===== config.mk =====
export PLATFORM = sky130hd
export DESIGN_NAME = abkf_mul
export DESIGN_NICKNAME = d
export VERILOG_FILES = /design/src/rtl/angle_bias_kalman_filter_unit_assert.svh /design/src/rtl/abkf_pkg.sv /design/src/rtl/abkf_mul.sv
export SDC_FILE = /design/constraint.sdc
export NUM_CORES = 2
export LEC_CHECK = 0
export BUFFER_PORTS_ARGS = -buffer_cell sky130_fd_sc_hd__clkbuf_2
export CAP_MARGIN = 20
export CELL_PAD_IN_SITES_DETAIL_PLACEMENT = 0
export CELL_PAD_IN_SITES_GLOBAL_PLACEMENT = 2
export CORE_UTILIZATION = 38
export DETAILED_ROUTE_END_ITERATION = 12
export GPL_TIMING_DRIVEN = 0
export PLACE_DENSITY = 0.81
export SYNTH_ARGS = -nofsm -noshare
export SYNTH_HDL_FRONTEND = slang
export SYNTH_SLANG_ARGS = --single-unit

===== constraint.sdc =====
create_clock -name clk -period 10.8 [get_ports clk]
set_clock_uncertainty 0.2 [all_clocks]
set_input_delay 0.54 -clock clk [delete_from_list [all_inputs] [get_ports clk]]
set_output_delay 0.54 -clock clk [all_outputs]
set_load 0.005 [all_outputs]

===== src/rtl/angle_bias_kalman_filter_unit_assert.svh =====
// Assertion macros for the angle/bias Kalman filter unit.
// Each macro expects clk and arst_n in scope.
`ifndef ANGLE_BIAS_KALMAN_FILTER_UNIT_ASSERT_SVH
`define ANGLE_BIAS_KALMAN_FILTER_UNIT_ASSERT_SVH

// Same-cycle implication.
`define ABKF_ASSERT_IMP(lbl, ant, con) \
	lbl: assert property (@(posedge clk) disable iff (!arst_n) (ant) |-> (con)) \
		else $error("abkf assertion failed");

// Next-cycle implication.
`define ABKF_ASSERT_NXT(lbl, ant, con) \
	lbl: assert property (@(posedge clk) disable iff (!arst_n) (ant) |=> (con)) \
		else $error("abkf assertion failed");

`endif


===== src/rtl/abkf_pkg.sv =====
// ----------------------------------------------------------------------------
// abkf_pkg
// Shared types, constants and saturating helpers of the Kalman filter unit.
// ----------------------------------------------------------------------------
`timescale 1ns / 1ps
`default_nettype none
package abkf_pkg;
	localparam int WORD_W = 32;
	localparam int FRAC_W = 20;
	localparam int QUO_W  = WORD_W + FRAC_W;
	localparam int DT_W   = 21;
	localparam int NOISE_W = 31;
	localparam int STEP_W = 4;

	localparam logic [NOISE_W-1:0] QA_RESET = 31'd10486;
	localparam logic [NOISE_W-1:0] QB_RESET = 31'd315;
	localparam logic [NOISE_W-1:0] R_RESET  = 31'd943718;

	localparam logic [1:0] REG_QA = 2'd0;
	localparam logic [1:0] REG_QB = 2'd1;
	localparam logic [1:0] REG_R  = 2'd2;

	// micro-steps of the sequencer (each is one multiply and a write-back)
	localparam logic [STEP_W-1:0] STP_PRED_ANG = 4'd0;
	localparam logic [STEP_W-1:0] STP_P00_A    = 4'd1;
	localparam logic [STEP_W-1:0] STP_P00_B    = 4'd2;
	localparam logic [STEP_W-1:0] STP_P01      = 4'd3;
	localparam logic [STEP_W-1:0] STP_P11      = 4'd4;
	localparam logic [STEP_W-1:0] STP_COR_ANG  = 4'd5;
	localparam logic [STEP_W-1:0] STP_COR_BIAS = 4'd6;
	localparam logic [STEP_W-1:0] STP_C00      = 4'd7;
	localparam logic [STEP_W-1:0] STP_C01      = 4'd8;
	localparam logic [STEP_W-1:0] STP_C10      = 4'd9;
	localparam logic [STEP_W-1:0] STP_C11      = 4'd10;

	typedef enum logic [2:0] {
		ST_IDLE,
		ST_MUL,
		ST_WB,
		ST_DIV_GO,
		ST_DIV_WAIT,
		ST_DONE
	} state_t;

	typedef logic signed [WORD_W-1:0] word_t;

	function automatic word_t sat_add(input word_t a, input word_t b);
		logic signed [WORD_W:0] s;
		s = {a[WORD_W-1], a} + {b[WORD_W-1], b};
		if (s[WORD_W] != s[WORD_W-1])
			return s[WORD_W] ? {1'b1, {(WORD_W-1){1'b0}}} : {1'b0, {(WORD_W-1){1'b1}}};
		return s[WORD_W-1:0];
	endfunction

	function automatic word_t sat_sub(input word_t a, input word_t b);
		logic signed [WORD_W:0] s;
		s = {a[WORD_W-1], a} - {b[WORD_W-1], b};
		if (s[WORD_W] != s[WORD_W-1])
			return s[WORD_W] ? {1'b1, {(WORD_W-1){1'b0}}} : {1'b0, {(WORD_W-1){1'b1}}};
		return s[WORD_W-1:0];
	endfunction
endpackage
`default_nettype wire


===== src/rtl/abkf_mul.sv =====
// ----------------------------------------------------------------------------
// abkf_mul
// Shared fixed-point multiplier: product registered, then rounded and
// saturated to the word on the following cycle.
// ----------------------------------------------------------------------------
`timescale 1ns / 1ps
`default_nettype none
module abkf_mul (
	input  wire logic           clk,
	input  wire abkf_pkg::word_t a,
	input  wire abkf_pkg::word_t b,
	output abkf_pkg::word_t      res
);
	localparam int PW = 2 * abkf_pkg::WORD_W;
	localparam int SW = PW + 1 - abkf_pkg::FRAC_W;

	logic [abkf_pkg::WORD_W-1:0] ma, mb;
	logic [PW-1:0] prod_s1;
	logic          neg_s1;
	logic [PW:0]   rnd;
	logic [SW-1:0] sh, lim, mg;

	assign ma = a[abkf_pkg::WORD_W-1] ? -a : a;
	assign mb = b[abkf_pkg::WORD_W-1] ? -b : b;

	always_ff @(posedge clk) begin
		prod_s1 <= ma * mb;
		neg_s1  <= a[abkf_pkg::WORD_W-1] ^ b[abkf_pkg::WORD_W-1];
	end

	always_comb begin
		rnd = {1'b0, prod_s1} + ((PW+1)'(1) << (abkf_pkg::FRAC_W - 1));
		sh  = rnd[PW:abkf_pkg::FRAC_W];
		lim = neg_s1 ? (SW'(1) << (abkf_pkg::WORD_W - 1))
			: ((SW'(1) << (abkf_pkg::WORD_W - 1)) - SW'(1));
		mg  = (sh > lim) ? lim : sh;
		res = neg_s1 ? -mg[abkf_pkg::WORD_W-1:0] : mg[abkf_pkg::WORD_W-1:0];
	end
endmodule
`default_nettype wire


Word level (Yosys, flattened, before mapping) --
Cells that the tools add are included.
Storage, ports and cells: flip-flop bits (word level) 65, input bits 65, output and inout port bits 32, word-level logic and storage cells 14
Cells by class: add/subtract/negate cells 4, $mul 1, magnitude comparators 1, mux-type cells 5, bitwise gates (word level) 1
Operators with widths (number):
- $mux 32 | 5
- $neg 32->32 | 3
- $add 64x20->65 const B | 1
- $mul 32x32->64 | 1
- $gt 45x32->1 | 1
- $xor 1x1->1 | 1

Longest topological paths before layout --
depth in word-level cells 5, mapped depth 38, gate-level depth less buffers 35

Least setup slack after synthesis --
Ideal clock, no wire load.
path kind in2reg, start point input a[12], end point register prod_s1[62], library setup time 0.072 ns, arrival 9.801 ns, data required time 10.528 ns, path slack 0.727 ns, stages on the path 32, path buffers 2, path through or4_4 or4_4 or3_1 or3_1 or3_1 buf_2 nand2_1 xor2_1 buf_4 nor2_1 fa_1 fa_1 fa_1 inv_1 fa_1 inv_1 fa_1 fa_1 fa_1 inv_1 fa_1 inv_1 ha_1 a21oi_1 o21ai_0 or4_1 o21ai_0 o21ba_2 a21oi_1 a31o_2 o31ai_1 xnor2_1
Between the ends: longest elaborated chain between the ends 3
Ends and longest elaborated chain:
- start, declared | line abkf_mul.sv:10 | input wire abkf_pkg::word_t a,
- $neg 32->32 | line abkf_mul.sv:23 | assign ma = a[abkf_pkg::WORD_W-1] ? -a : a;
- $mux 32 * | line abkf_mul.sv:23
- $mul 32x32->64 * | line abkf_mul.sv:27 | prod_s1 <= ma * mb;
- end signal, assigned | line abkf_mul.sv:27
- end, declared | line abkf_mul.sv:18 | logic [PW-1:0] prod_s1;
Mark *: on every way between the ends. The rest lies on a longest branch, timed or not.

Final worst setup path --
start point input b[31], end point register prod_s1[62]
Between the ends: longest elaborated chain between the ends 3
Ends and longest elaborated chain:
- start, declared | line abkf_mul.sv:11 | input wire abkf_pkg::word_t b,
- $neg 32->32 | line abkf_mul.sv:24 | assign mb = b[abkf_pkg::WORD_W-1] ? -b : b;
- $mux 32 * | line abkf_mul.sv:24
- $mul 32x32->64 * | line abkf_mul.sv:27
Marks and branches as above.

==> results.json <==
{
  "drt-pass1-iter-count": 6,
  "cts.sink_count": 46,
  "hold_viol": 0,
  "cpMostUsedCell": "fa_1",
  "antenna_found_initial": 8,
  "wl_um": 151000,
  "cp-start-kind": "input port",
  "groute.usage.overall_pct": 31.4,
  "slew_violations": 0,
  "core_area_um2": 95200,
  "via_per_inst": 5.36,
  "setup_viol": 0,
  "synth.avg_cell_area_um2": 8.52,
  "run_status": "finished, final reports clean",
  "wl_per_cell_um": 26.4,
  "synthDominantCellAreaShare_pct": 49.1,
  "placed_area_um2": 39100,
  "path_clk_slew_ns": 0.07,
  "crit_path_end_kind": "register",
  "max_freq_mhz": 94.4,
  "cts_root_buffer": "clkbuf_16",
  "place_congestion": 1.03,
  "dp_hpwl_um": 129000,
  "synth_edf_count": 0,
  "async_flop_share_pct": 0,
  "period_minus_slack_ns": 10.60,
  "postCtsHoldBufs": 0,
  "worstSetupPathType": "input port to register",
  "drc_errors": 0,
  "cts_max_level": 2,
  "cts_made_buffers": 5,
  "whs_ns": 1.35,
  "synth.top_cells.by_count": "inv_1, fa_1, nor2_1, nand2_1, ha_1",
  "num_rows": 113,
  "yosys-top-cells-area": "fa_1, ha_1, inv_1",
  "synth_area_um2": 36500,
  "drtAntennaViolNets": 0,
  "io_buffers": 93,
  "grt_first_pass_wirelength_um": 219000,
  "grt_pass1_vias": 31600,
  "cts_tree": "built",
  "ios": 97,
  "yosys_warnings": 0,
  "start_util_pct": 38.4,
  "maxSlewHeadroom_pct": 14.9,
  "syn_nets": 5540,
  "dieHeight_um": 312,
  "synth-seq-cells": 46,
  "synth_flop_cell": "dfxtp_1",
  "placedCellCount": 5678,
  "fin_util_pct": 42.4,
  "drt_iter0_markers": 2542,
  "layout.nets": 5698,
  "critPathMaxFanout": 10,
  "die_w_um": 312,
  "grt_max_degree": 24,
  "ys_types": 76,
  "syn_to_final_growth_pct": 10.6,
  "cap_violations": 0,
  "startpoint": "b[31]",
  "vias": 30600,
  "critical_path_arrival_ns": 10.63,
  "synth_cells": 4284,
  "cpPeakStageDelay_ns": 0.93,
  "critPathSlowestCell": "clkbuf_1",
  "worst_pin_slew_ns": 1.27,
  "period_share_pct": 98.1,
  "synth_most_common_cell": "inv_1",
  "endpoint": "prod_s1[62]$_DFF_P_",
  "holdCritPathClass": "input port to register",
  "crit_required_ns": 10.83,
  "ys_seq_area_share_pct": 2.52,
  "final_area_um2": 40400,
  "grt.overflow.total": 0,
  "clockBufferDepth": 2,
  "dieArea_um2": 97300,
  "stdcell_count": 5710,
  "yosysTopAreaCell": "fa_1",
  "drive_gt1_share_pct": 8.26
}
==> per-stage QoR <==
step	worst slack (ns)	setup TNS, ns
floorplan	0.727	0
global placement	-2.74	-82.37
detailed placement	-2.83	-86.64
CTS	0.00351	0
global route	-0.0297	-0.0610
finish	0.202	0
==> state kept, by name, indices dropped and copies added (netlist names) <==
signal / cells
prod_s1: 45
neg_s1: 1
==> placed cells by master, fill, tap and decap left out, types with 38 or more instances in the layout <==
| cell | instances |
|---|---|
| inv_1 | 942 |
| fa_1 | 891 |
| nor2_1 | 630 |
| nand2_1 | 545 |
| ha_1 | 293 |
| clkbuf_2 | 147 |
| a21oi_1 | 89 |
| xnor2_1 | 85 |
| clkbuf_1 | 84 |
| xor2_1 | 60 |
| o21ai_0 | 57 |
| dfxtp_1 | 46 |
| buf_4 | 41 |
| nand3_1 | 38 |
| a21o_1 | 38 |
==> worst max-delay path, delay by kind of cell <==
family          cells  cell delay, ns
fa+ha+maj           9            4.42
buf+inv             5            2.36
compound gates      8            1.73
xor+xnor            2            0.85
simple gates        2            0.67
==> worst min path at each step <==
stage,from,to,depth (start not counted)
after floorplan,prod_s1[51]$_DFF_P_,res[31],3
after global placement,prod_s1[51]$_DFF_P_,res[31],4
after detailed placement,prod_s1[51]$_DFF_P_,res[31],4
after CTS,b[31],neg_s1$_DFF_P_,3
after global routing,prod_s1[51]$_DFF_P_,res[31],4
final,a[0],prod_s1[19]$_DFF_P_,7
==> cell families after synthesis <==
group	after synthesis	synth area share [%]
adders and majority gates	1191	59.2
buffers and inverters	1130	11.7
muxes	6	0.171
and+or+nand+nor	1403	16.0
DFF	46	2.52
AOI/OAI and AO/OA	317	5.72
xor gates and xnor gates	191	4.70
==> metal layers <==
layer,global-route usage [%],share of wire (%),vias to the layer above
met4,14.9,6.0,8
li1,-,-,13100
met3,5.29,8.5,331
met2,49.1,45,1347
met5,0,0.033,-
met1,42.4,41,15800
==> cell type report <==
class                           instances  area [um2]
Multi-Input combinational cell       3108       32100
Tap cell                             1265        1580
Clock inverter                          3        21.3
Inverter                              946        3560
Clock buffer                            5         125
Fill cell                            9682       54800
Buffer                                172         857
Antenna cell                            2        5.00
Sequential cell                        46         921
Timing Repair Buffer                  163        1220
==> what timing repair did <==
| item | CTS | global route |
|---|---|---|
| resized for setup | 131 | 118 |
| setup buffers | 15 | 17 |
| setup endpoints to repair | 45 | 23 |
| pin swaps | 9 | 13 |
Power is left out: the tool's default activity adds up to more than one toggle a clock period on the data nets, which glitch-free logic cannot reach.
