--- config.mk ---
export PLATFORM = sky130hd
export DESIGN_NAME = abkf_div
export DESIGN_NICKNAME = d
export VERILOG_FILES = /design/src/rtl/angle_bias_kalman_filter_unit_assert.svh /design/src/rtl/abkf_pkg.sv /design/src/rtl/abkf_div.sv
export SDC_FILE = /design/constraint.sdc
export NUM_CORES = 1
export LEC_CHECK = 0
export BUFFER_PORTS_ARGS = -buffer_cell sky130_fd_sc_hd__buf_2
export CAP_MARGIN = 20
export CORE_UTILIZATION = 54
export DETAILED_ROUTE_END_ITERATION = 6
export GPL_ROUTABILITY_DRIVEN = 0
export GPL_TIMING_DRIVEN = 0
export PLACE_DENSITY = 0.79
export SLEW_MARGIN = 10
export SYNTH_ARGS = -nofsm -noshare
export SYNTH_HDL_FRONTEND = slang
export SYNTH_SLANG_ARGS = --single-unit
--- constraint.sdc ---
create_clock -name clk -period 10.1 [get_ports clk]
set_input_delay 0.505 -clock clk [delete_from_list [all_inputs] [get_ports clk]]
set_output_delay 0.505 -clock clk [all_outputs]
set_load 0.02 [all_outputs]
--- src/rtl/angle_bias_kalman_filter_unit_assert.svh ---
// Assertion macros for the angle/bias Kalman filter unit.
// Each macro expects clk and arst_n in scope.
`ifndef ANGLE_BIAS_KALMAN_FILTER_UNIT_ASSERT_SVH
`define ANGLE_BIAS_KALMAN_FILTER_UNIT_ASSERT_SVH

// Same-cycle implication.
`define ABKF_ASSERT_IMP(lbl, ant, con) \
	lbl: assert property (@(posedge clk) disable iff (!arst_n) (ant) |-> (con)) \
		else $error("abkf assertion failed");

// Next-cycle implication.
`define ABKF_ASSERT_NXT(lbl, ant, con) \
	lbl: assert property (@(posedge clk) disable iff (!arst_n) (ant) |=> (con)) \
		else $error("abkf assertion failed");

`endif

--- src/rtl/abkf_pkg.sv ---
// ----------------------------------------------------------------------------
// abkf_pkg
// Shared types, constants and saturating helpers of the Kalman filter unit.
// ----------------------------------------------------------------------------
`timescale 1ns / 1ps
`default_nettype none
package abkf_pkg;
	localparam int WORD_W = 32;
	localparam int FRAC_W = 20;
	localparam int QUO_W  = WORD_W + FRAC_W;
	localparam int DT_W   = 21;
	localparam int NOISE_W = 31;
	localparam int STEP_W = 4;

	localparam logic [NOISE_W-1:0] QA_RESET = 31'd10486;
	localparam logic [NOISE_W-1:0] QB_RESET = 31'd315;
	localparam logic [NOISE_W-1:0] R_RESET  = 31'd943718;

	localparam logic [1:0] REG_QA = 2'd0;
	localparam logic [1:0] REG_QB = 2'd1;
	localparam logic [1:0] REG_R  = 2'd2;

	// micro-steps of the sequencer (each is one multiply and a write-back)
	localparam logic [STEP_W-1:0] STP_PRED_ANG = 4'd0;
	localparam logic [STEP_W-1:0] STP_P00_A    = 4'd1;
	localparam logic [STEP_W-1:0] STP_P00_B    = 4'd2;
	localparam logic [STEP_W-1:0] STP_P01      = 4'd3;
	localparam logic [STEP_W-1:0] STP_P11      = 4'd4;
	localparam logic [STEP_W-1:0] STP_COR_ANG  = 4'd5;
	localparam logic [STEP_W-1:0] STP_COR_BIAS = 4'd6;
	localparam logic [STEP_W-1:0] STP_C00      = 4'd7;
	localparam logic [STEP_W-1:0] STP_C01      = 4'd8;
	localparam logic [STEP_W-1:0] STP_C10      = 4'd9;
	localparam logic [STEP_W-1:0] STP_C11      = 4'd10;

	typedef enum logic [2:0] {
		ST_IDLE,
		ST_MUL,
		ST_WB,
		ST_DIV_GO,
		ST_DIV_WAIT,
		ST_DONE
	} state_t;

	typedef logic signed [WORD_W-1:0] word_t;

	function automatic word_t sat_add(input word_t a, input word_t b);
		logic signed [WORD_W:0] s;
		s = {a[WORD_W-1], a} + {b[WORD_W-1], b};
		if (s[WORD_W] != s[WORD_W-1])
			return s[WORD_W] ? {1'b1, {(WORD_W-1){1'b0}}} : {1'b0, {(WORD_W-1){1'b1}}};
		return s[WORD_W-1:0];
	endfunction

	function automatic word_t sat_sub(input word_t a, input word_t b);
		logic signed [WORD_W:0] s;
		s = {a[WORD_W-1], a} - {b[WORD_W-1], b};
		if (s[WORD_W] != s[WORD_W-1])
			return s[WORD_W] ? {1'b1, {(WORD_W-1){1'b0}}} : {1'b0, {(WORD_W-1){1'b1}}};
		return s[WORD_W-1:0];
	endfunction
endpackage
`default_nettype wire

--- src/rtl/abkf_div.sv ---
// ----------------------------------------------------------------------------
// abkf_div
// Iterative restoring divider, one quotient bit per cycle, computing
// (a << FRAC) / b rounded to nearest and saturated to the word.
// ----------------------------------------------------------------------------
`timescale 1ns / 1ps
`default_nettype none
module abkf_div (
	input  wire logic            clk,
	input  wire logic            arst_n,
	input  wire logic            start,
	input  wire abkf_pkg::word_t a,
	input  wire abkf_pkg::word_t b,
	output logic                 done,
	output abkf_pkg::word_t      q
);
	localparam int W  = abkf_pkg::WORD_W;
	localparam int QW = abkf_pkg::QUO_W;
	localparam int CW = $clog2(QW + 1);

	logic [QW-1:0] num_q, quo_q;
	logic [W:0]    rem_q;
	logic [W-1:0]  md_q;
	logic          neg_q;
	logic [CW-1:0] cnt_q;
	logic          busy_q, done_q;
	logic [W:0]    rem_sh;
	logic          ge;
	logic [W-1:0]  ma;
	logic [QW:0]   qr, lim, mg;

	assign ma     = a[W-1] ? -a : a;
	assign rem_sh = {rem_q[W-1:0], num_q[QW-1]};
	assign ge     = rem_sh >= {1'b0, md_q};

	always_ff @(posedge clk or negedge arst_n) begin
		if (!arst_n) begin
			busy_q <= 1'b0;
			done_q <= 1'b0;
			cnt_q  <= '0;
		end else begin
			done_q <= 1'b0;
			if (start) begin
				busy_q <= 1'b1;
				cnt_q  <= CW'(QW);
			end else if (busy_q) begin
				cnt_q <= cnt_q - CW'(1);
				if (cnt_q == CW'(1)) begin
					busy_q <= 1'b0;
					done_q <= 1'b1;
				end
			end
		end
	end

	always_ff @(posedge clk) begin
		if (start) begin
			num_q <= {ma, {abkf_pkg::FRAC_W{1'b0}}};
			md_q  <= b[W-1] ? -b : b;
			neg_q <= a[W-1] ^ b[W-1];
			rem_q <= '0;
			quo_q <= '0;
		end else if (busy_q) begin
			num_q <= {num_q[QW-2:0], 1'b0};
			rem_q <= ge ? rem_sh - {1'b0, md_q} : rem_sh;
			quo_q <= {quo_q[QW-2:0], ge};
		end
	end

	always_comb begin
		// round up when twice the remainder reaches the divisor
		qr  = {1'b0, quo_q} + (QW+1)'({rem_q, 1'b0} >= {1'b0, md_q, 1'b0} >> 1
			? ({rem_q, 1'b0} >= {2'b0, md_q}) : 1'b0);
		lim = neg_q ? ((QW+1)'(1) << (W - 1)) : (((QW+1)'(1) << (W - 1)) - (QW+1)'(1));
		mg  = (qr > lim) ? lim : qr;
		q   = neg_q ? -mg[W-1:0] : mg[W-1:0];
	end

	assign done = done_q;
endmodule
`default_nettype wire

; ---- Word-level counts from Yosys, hierarchy flattened
; Cells that the tools add are included.
[word_totals]
wordCells = 38
ramBits = 0
inputBits = 67
romBits = 0
latchBits = 0
reg_bits = 158
output_inout_bits = 33
mem_count = 0
[classes]
addsub = 6
n_bitwise = 1
mul = 0
n_div = 0
reduce_logical = 1
eq_ne = 1
mux = 17
shift = 0
order_cmp = 3
[ops]
columns = cell, n
row1 = 32-bit two-way mux, 4
row2 = 52-bit two-way mux, 2
row3 = 32-bit negator, 3
row4 = 52-bit by 1-bit adder with 53-bit output, 1
row5 = 53-bit by 32-bit > comparator with 1-bit output, 1
row6 = 34-bit by 32-bit >= comparator with 1-bit output, 1
row7 = 33-bit by 32-bit >= comparator with 1-bit output, 1
row8 = 33-bit two-way mux, 1
row9 = 33-bit by 32-bit subtractor with 33-bit output, 1
row10 = 31-bit two-way mux, 1
row11 = 6-bit two-way mux, 2
row12 = 1-bit two-way mux, 7
row13 = 6-bit by 1-bit == test with 1-bit output (second input constant), 1
row14 = 6-bit by 1-bit subtractor with 6-bit output (second input constant), 1
row15 = 2-bit nonzero test, 1
row16 = 1-bit bitwise XOR, 1

; ---- Depth between registers and ports, before layout
; Gate-level depths: netlist (run 1).
[depth]
depth_word = 7
depth_mapped = 41
ltp_nobuf = 37

; ---- Worst setup path after synthesis (run 1)
; No wires, ideal clock.
[synth_path]
kind = reg-to-output
startpoint = register md_q[15]
endpoint = output port q[30]
arrival_time_ns = 7.998
setup_slack_ns = 1.597
path_stages_with_launch = 36
path_buffers = 5
path_cell_list = edfxtp_1 > inv_1 > ha_1 > clkbuf_1 > and4_1 > and3_1 > nand2_1 > or4_1 > o21ai_0 > a31o_2 > ha_1 > nand4_1 > or3_1 > buf_2 > nor3_1 > xor2_1 > ha_1 > a21oi_1 > nand2_1 > a221oi_1 > o21ai_0 > a211oi_1 > o21ai_0 > or3_1 > buf_2 > buf_6 > buf_6 > o21ai_0 > ha_1 > inv_1 > nor3_1 > nand3_1 > nor4_1 > a31o_2 > o21ai_0 > a211oi_1
[synth_between]
elab_chain_cells = 7
[synth_rtl]
columns = item, line_no
row1 = start: declaration, abkf_div.sv:23  ; logic [W-1:0] md_q;
row2 = start signal: assignment, abkf_div.sv:59  ; md_q <= b[W-1] ? -b : b;
row3 = 34-bit by 32-bit >= comparator with 1-bit output *, "abkf_div.sv:72, abkf_div.sv:73"
row4 = 1-bit two-way mux *, abkf_div.sv:73  ; ? ({rem_q, 1'b0} >= {2'b0, md_q}) : 1'b0);
row5 = 52-bit by 1-bit adder with 53-bit output *, abkf_div.sv:72  ; qr = {1'b0, quo_q} + (QW+1)'({rem_q, 1'b0} >= {1'b0, md_q, 1'b0} >> 1
row6 = 53-bit by 32-bit > comparator with 1-bit output, abkf_div.sv:75  ; mg = (qr > lim) ? lim : qr;
row7 = 32-bit two-way mux *, abkf_div.sv:75
row8 = 32-bit negator, abkf_div.sv:76  ; q = neg_q ? -mg[W-1:0] : mg[W-1:0];
row9 = 32-bit two-way mux *, abkf_div.sv:76
row10 = end: declaration, abkf_div.sv:15  ; output abkf_pkg::word_t q
; Mark *: on every way between the ends. The rest lies on a longest branch, timed or not.

; ---- Final worst setup path (run 1)
[layout_path]
startpoint = register md_q[15]
endpoint = output port q[26]
; Same word-level chain as after synthesis.

==> flow_summary.toml, run 1 <==
[synth]
mappedNetlistNets = 1626
ys_ff_latch = 158
syn_inst = 1486
synth_cell_types = 72
ys_dominant_reg_cell = "dfxtp_1"
ys_seq_area_frac = 0.318
avgSynthCellArea_sq_um = 8.15
synthArstFlopShare = 0.0506
yosysWarnings = 0
synthesis.area_sq_mm = 0.0121
synth_edf_count = 65

[timing]
hold_viol_final = 0
skew_ns = 0.0134
fmax_ghz = 0.103
slew_violations = 0
holdWs_ns = 0.309
maxSlewHeadroom = 0.458
layout_min_cycle_time_ns = 9.74
fin_crit_sh = 0.964
worstMarginPinSlew_ns = 0.802
setup_slack_ns = 0.363
setup_viol = 0

[worst_setup_path]
endpoint_kind = "output port"
worstSetupStartpointType = "register"
critical_path_class = "reg -> out"
critical_path_required_ns = 9.60
crit_fanout = 10
cp.arrival_ns = 9.23
rr_worst_depth = 12
max_stage_delay_ns = 0.57
crit_slowest_cell = "or4_1"
cp_common_cell = "ha_1"

[placed_design]
dpl.hpwl_mm = 23.2
place_area_sq_mm = 0.0130
dp_slack_ns = -0.129
portBuffers = 99

[cts]
insertion_delay_ns = 0.44
cts_buffers = 17
cts-root-buf = "clkbuf_16"
cts_tree = "done"
cts_sinks = 158
clkTransAtPathRegs_ns = 0.07
htree_levels = 4
cts.path.max_buffers = 2

[layout]
layout.nets = 1752
final_cell_mix = "179 x nor2_1, 138 x nand2_1, 109 x buf_2, 89 x inv_1"
final_area_sq_mm = 0.0138
fin_util = 0.630
syn_to_final_growth_pct = 13.9
drive_gt1_frac = 0.125
insertedDiodeCount = 0
final_common_cell = "nor2_1"

[power_and_ir_drop]
power.internal_mw = 1.64
leakagePower_nw = 6.03
netSwitchingFraction = 0.412
combPwrFrac = 0.477
switchingPower_mw = 1.15
pwr-share-clk = 0.229
seq_power_share = 0.294
ir_drop_mv = 0.100
p_per_area_mw_per_mm2 = 202

[grt]
antenna_found_initial = 0
grt.overflow.total = 0
grt_max_degree = 39
grt_pass1_vias = 10595
grt_first_pass_wirelength_mm = 50.6
grtUsageTotal = 0.274

[route]
drt_drc_violations_left = 8
first_iter_violations = 929
wl_met2_mm = 14.8
viasPerCell = 6.09
met3_length_mm = 2.26
first_pass_iters = 7
routed_wl_mm = 31.3
m1WireLength_mm = 13.7
vias = 11600
highest_layer = "met4"
post_drt_wl_per_cell_um = 16.4
ant_nets = 0

[outcome]
violations = "design-rule violations"
status = "finished, violations left"

[floorplanning]
die_x_um = 152
design.core.area_sq_mm = 0.0219
die_h_um = 152
die_area_sq_mm = 0.0230
io_pins = 100
placementRows = 54
start_util = 0.553

[min_path]
hold_class = "in -> reg"
holdPathStages = 1

[job]
maxCapViolations = 0
logic make-up after synthesis:
group / share of synthesized area
buffers and inverters: 0.0547
and+or+nand+nor: 0.227
xor gates and xnor gates: 0.0847
muxes: 0.0585
DFF: 0.318
AOI/OAI and AO/OA: 0.181
adders and majority gates: 0.0761
synth_stat cells, types with 21 or more instances:
master	n	area share
a21oi_1	85	0.035
a311oi_1	26	0.019
clkbuf_1	55	0.017
dfxtp_1	85	0.14
edfxtp_1	65	0.16
ha_1	72	0.074
inv_1	89	0.028
mux2i_1	64	0.053
nand2_1	138	0.043
nand3_1	40	0.017
nand4_1	30	0.016
nor2_1	180	0.056
nor3_1	42	0.017
nor4_1	22	0.011
o21ai_0	82	0.034
o31ai_1	23	0.014
or3_1	21	0.011
xnor2_1	66	0.048
xor2_1	51	0.037
power by group through the flow:
stage | clock network (mW) | registers [mW] | logic (mW)
2_1_floorplan | 0 | 0.808 | 0.934
3_3_place_gp | 0 | 0.828 | 1.20
3_5_place_dp | 0 | 0.827 | 1.23
4_1_cts | 0.645 | 0.815 | 1.25
5_1_grt | 0.667 | 0.826 | 1.46
6_report | 0.639 | 0.819 | 1.33
routing by layer:
metal | vias to the layer above | global-route usage
li1 | 5652 | -
met1 | 5387 | 0.365
met2 | 498 | 0.445
met3 | 63 | 0.0443
met4 | 0 | 0.0995
met5 | - | 0
final cells by class:
type | count | area, sq um
Buffer | 73 | 309
Clock inverter | 15 | 155
Clock buffer | 17 | 425
Sequential cell | 158 | 3850
Tap cell | 280 | 350
Timing Repair Buffer | 111 | 616
Inverter | 90 | 338
Fill cell | 1891 | 8100
Multi-Input combinational cell | 1161 | 7740
worst max-delay path, delay by kind of cell, from the launching register on:
kind / cells / cell delay [ns]
xor+xnor: 1 / 0.33
fa+ha+maj: 5 / 1.43
flops: 1 / 0.39
compound gates: 11 / 1.95
simple gates: 11 / 3.46
buf+inv: 8 / 1.21
flip-flops by register name (all words and copies together), names as in the netlist:
register / count
cnt_q: 6
md_q: 32
neg_q: 1
quo_q: 52
done: 1
rem_q: 33
num_q: 32
busy_q: 1
final timing paths:
check | start | endpoint | slack, ns
max reg2reg | rem_q[7] | rem_q[22] | 5.49
max in group asynchronous | arst_n | cnt_q[3] | 9.42
min reg2reg | rem_q[32] | rem_q[32] | 0.49
min in group asynchronous | arst_n | cnt_q[4] | 0.50
min | b[0] | md_q[0] | 0.31
max | md_q[15] | q[26] | 0.36
metrics by stage:
step	instances	total power, mW	TNS (ns)
after CTS	1901	2.71	0
after detailed placement	1867	2.06	-0.218
after floorplan	1486	1.74	0
after global placement	1865	2.03	0
final	1905	2.79	0
after global routing	1905	2.95	-0.0607
timing repair:
action	in CTS	in global routing
gates resized for setup	9	18
pin swaps	1	5
setup buffers	1	8
setup endpoints to repair	4	10
hold buffers	1	0
hold endpoints to repair	8	0
Note: power is estimated with default switching activity, not from simulation.
==> run 2: changes to the inputs <==
- MAX_ROUTING_LAYER: not set -> met4
==> flow_summary.toml, run 2 (synthesis gave the netlist of run 1 again) <==
[outcome]
status = "finished clean"

[timing]
holdWs_ns = 0.310
fin_crit_sh = 0.966
skew_ns = 0.0103
fmax_ghz = 0.102
layout_min_cycle_time_ns = 9.76
worstMarginPinSlew_ns = 0.781
hold_viol_final = 0
slew_violations = 0
setup_slack_ns = 0.341
maxSlewHeadroom = 0.472
setup_viol = 0
setup_tns_ns = 0

[power_and_ir_drop]
leakagePower_nw = 6.03
seq_power_share = 0.294
power.internal_mw = 1.64
netSwitchingFraction = 0.411
ir_drop_mv = 0.101
pwr-share-clk = 0.230
combPwrFrac = 0.476
switchingPower_mw = 1.15
p_per_area_mw_per_mm2 = 202

[layout]
final_common_cell = "nor2_1"
final_cell_mix = "179 x nor2_1, 138 x nand2_1, 109 x buf_2, 89 x inv_1"
seq_area_sq_mm = 0.00385
syn_to_final_growth_pct = 13.9
insertedDiodeCount = 0
multiInputGateArea_sq_mm = 0.00774
layout.nets = 1752
nFillCells = 1891
reg_top3 = "quo_q (52), rem_q (33)"
fin_cells = 1905
final_area_sq_mm = 0.0138
largest_register_ffs = 52
drive_gt1_frac = 0.125
largest-register = "quo_q"

[placed_design]
place_area_sq_mm = 0.0130
dp_slack_ns = -0.129
portBuffers = 99
numPlacedInstances = 1867
dpl.hpwl_mm = 23.2

[worst_setup_path]
critical_path_required_ns = 9.60
crit_slowest_cell = "or4_1"
critical_path_class = "reg -> out"
cp_common_cell = "ha_1"
crit_fanout = 10
worstSetupStartpointType = "register"
cp.arrival_ns = 9.25
max_stage_delay_ns = 0.57
endpoint_kind = "output port"

[floorplanning]
placementRows = 54
die_area_sq_mm = 0.0230
io_pins = 100
die_h_um = 152
die_x_um = 152
start_util = 0.553
design.core.area_sq_mm = 0.0219

[grt]
grt_max_degree = 39
grt.overflow.total = 0
met2_usage = 0.445
grt_util_met1 = 0.366
grtUsageTotal = 0.282
grt_first_pass_wirelength_mm = 50.5
antenna_found_initial = 0
grtUsageMet3 = 0.0425
grt.busiest_layer = "met2"
grt_pass1_vias = 10599

[cts]
cts_sinks = 158
cts-root-buf = "clkbuf_16"
cts.path.max_buffers = 2
cts_tree = "done"
htree_levels = 4
insertion_delay_ns = 0.44
clkTransAtPathRegs_ns = 0.08
cts_buffers = 17

[route]
first_iter_violations = 911
vias = 11529
post_drt_wl_per_cell_um = 16.4
routed_wl_mm = 31.2
drt_drc_violations_left = 0
first_pass_iters = 7
ant_nets = 0
viasPerCell = 6.05

[min_path]
hold_class = "in -> reg"

[job]
maxCapViolations = 0
run 2: cell counts in the layout (fill, tap and decap cells not counted):
No cell type changed its count.
run 2: path summary, 6_finish.rpt:
check | start | cells past startpoint | to | slack, ns
max | md_q[15] | 36 | q[26] | 0.34
min | b[0] | 1 | md_q[0] | 0.31
max reg2reg | rem_q[7] | 12 | rem_q[22] | 5.52
min reg2reg | rem_q[32] | 2 | rem_q[32] | 0.49
max in group asynchronous | arst_n | 2 | cnt_q[3] | 9.43
min in group asynchronous | arst_n | 2 | done | 0.50
run 2: repair_timing:
action | 4_1_cts | 5_1_grt
buffers inserted | 1 | 8
hold endpoints to repair | 8 | 0
pin swaps | 1 | 5
resized for setup | 9 | 18
hold buffers | 1 | 0
endpoints found under the setup margin | 4 | 10
run 2: power by group through the flow:
stage,registers (mW),clock network (mW),logic [mW]
after floorplan,0.808,0,0.934
after global placement,0.828,0,1.20
after detailed placement,0.827,0,1.23
after CTS,0.815,0.645,1.25
after global routing,0.826,0.667,1.46
final,0.818,0.640,1.33
run 2: critical path, delay by kind of cell, from the launching register on:
kind                       cells  cell delay [ns]
xor gates and xnor gates       1             0.33
DFF                            1             0.39
buffers and inverters          8             1.21
AOI/OAI and AO/OA             11             1.95
adders and majority gates      5             1.44
and+or+nand+nor               11             3.45
run 2: area by class of cell:
type	count	share of cell area
buffer	73	0.0224
tap	280	0.0254
timing repair buffer	111	0.0446
inverter	90	0.0245
clock inverter	15	0.0113
multi-input combinational	1161	0.561
clock buffer	17	0.0309
sequential	158	0.279
run 2: layer usage:
metal	wire length, um	up-vias
met3	2090	62
met4	567	0
li1	-	5653
met2	14900	442
met1	13700	5372
met5	0	-
run 2: metrics by stage:
step | total power [mW] | util
after floorplan | 1.74 | -
after global placement | 2.03 | 0.592
after detailed placement | 2.06 | 0.594
after CTS | 2.71 | 0.624
after global routing | 2.95 | 0.630
final | 2.78 | 0.630
==> run 3: changes to the inputs <==
- CORE_MARGIN: not set -> 1
- CORE_UTILIZATION: 54 -> 30
- PLACE_DENSITY: 0.79 -> 0.52
==> flow_summary.toml, run 3 (synthesis gave the netlist of run 1 again) <==
[power_and_ir_drop]
ir_drop_mv = 0.0921
leakagePower_nw = 6.04
p_per_area_mw_per_mm2 = 195

[layout]
layout.nets = 1752
drive_gt1_frac = 0.124
seq_area_sq_mm = 0.00385
syn_to_final_growth_pct = 16.6
reg_top3 = "quo_q (52), rem_q (33)"
multiInputGateArea_sq_mm = 0.00778
fin_cells = 2150
nFillCells = 4186
largest-register = "quo_q"
insertedDiodeCount = 0
largest_register_ffs = 52
final_cell_mix = "180 x nor2_1, 138 x nand2_1, 109 x buf_2, 89 x inv_1"
final_common_cell = "nor2_1"

[timing]
maxSlewHeadroom = 0.361
fmax_ghz = 0.105
layout_min_cycle_time_ns = 9.55
holdWs_ns = 0.294
setup_tns_ns = 0
worstMarginPinSlew_ns = 0.945
slew_violations = 0
setup_viol = 0
hold_viol_final = 0
fin_crit_sh = 0.945
skew_ns = 0.00838

[cts]
insertion_delay_ns = 0.44
htree_levels = 4
cts_buffers = 17
cts_sinks = 158
clkTransAtPathRegs_ns = 0.06
cts.path.max_buffers = 2
cts-root-buf = "clkbuf_16"
cts_tree = "done"

[job]
maxCapViolations = 0

[grt]
grt.overflow.total = 0
grt_first_pass_wirelength_mm = 53.6
grtUsageTotal = 0.165
grt_pass1_vias = 10401
antenna_found_initial = 0
grt_max_degree = 39

[min_path]
hold_class = "in -> reg"
holdPathStages = 1
holdPathEnd = "md_q[0]"
hold_start = "b[0]"

[floorplanning]
die_area_sq_mm = 0.0412
start_util = 0.305
die_h_um = 203
io_pins = 100
die_x_um = 203
placementRows = 73
design.core.area_sq_mm = 0.0397

[route]
routed_wl_mm = 33.2
drt_drc_violations_left = 0
first_iter_violations = 597
vias = 11142
post_drt_wl_per_cell_um = 15.4
viasPerCell = 5.18
ant_nets = 0
first_pass_iters = 5

[worst_setup_path]
timing.rr.start = "md_q[8]"
cp.arrival_ns = 9.04
critical_path_required_ns = 9.60
rr_worst_depth = 13
path_delay_family = "simple AND/OR/NAND/NOR gates"
critPathBufInv = 8
crit_fanout = 10
crit_start = "md_q[15]"
worstSetupStartpointType = "register"
cp.depth = 37
max_stage_delay_ns = 0.60
critical_path_class = "reg -> out"
timing.rr.end = "rem_q[20]"
endpoint_kind = "output port"
crit_slowest_cell = "or4b_2"
cp_common_cell = "ha_1"
r2r_slack_ns = 5.39

[placed_design]
dpl.hpwl_mm = 25.5
numPlacedInstances = 2112
portBuffers = 99

[outcome]
status = "finished clean"
[run 3: per-stage QoR]
step | total power, mW | utilization | area [sq um] | setup WS [ns]
after floorplan | 1.74 | - | 12100 | 1.60
after global placement | 2.07 | 0.334 | 13300 | -0.0634
after detailed placement | 2.09 | 0.335 | 13300 | -0.167
after CTS | 2.71 | 0.351 | 13900 | 0.0266
after global routing | 2.94 | 0.355 | 14100 | -0.0752
final | 2.75 | 0.355 | 14100 | 0.554
[run 3: worst max-delay path by stage]
stage          endpoint  slack, ns
2_1_floorplan     q[30]       1.60
3_3_place_gp      q[30]      -0.06
3_5_place_dp      q[30]      -0.17
4_1_cts           q[30]       0.03
5_1_grt           q[30]      -0.08
6_report          q[30]       0.55
[run 3: cell type report]
cell class	count	area share
buffer	74	0.0222
clock buffer	18	0.0304
clock inverter	14	0.00825
inverter	90	0.0239
multi-input combinational	1161	0.552
sequential	158	0.273
tap	525	0.0466
timing repair buffer	110	0.0438
[run 3: where the power goes]
| part | switching (mW) | internal, mW | leakage (nW) |
|---|---|---|---|
| Combinational | 0.788 | 0.542 | 4.36 |
| Sequential | 0.0607 | 0.754 | 1.43 |
| Clock | 0.267 | 0.337 | 0.249 |
[run 3: what timing repair did]
| item | in CTS | in global routing |
|---|---|---|
| setup buffers | 1 | 6 |
| endpoints found under the hold margin | 8 | 0 |
| resized for setup | 8 | 24 |
| endpoints found under the setup margin | 4 | 9 |
| hold buffers | 1 | 0 |
| pin swaps | 1 | 4 |
[run 3: metal layers]
layer	up-vias	track usage	part of all wire
met5	-	-	0
met4	0	0.0540	0.020
met3	47	0.0234	0.041
met2	254	0.268	0.47
met1	5196	0.211	0.47
li1	5645	-	-
[run 3: worst reg2reg max path, delay by kind of cell (launching register included)]
kind	cells	cell delay, ns
AOI/OAI and AO/OA	6	2.07
adders and majority gates	1	0.30
buffers and inverters	3	1.21
DFF	1	0.35
and+or+nand+nor	3	0.71
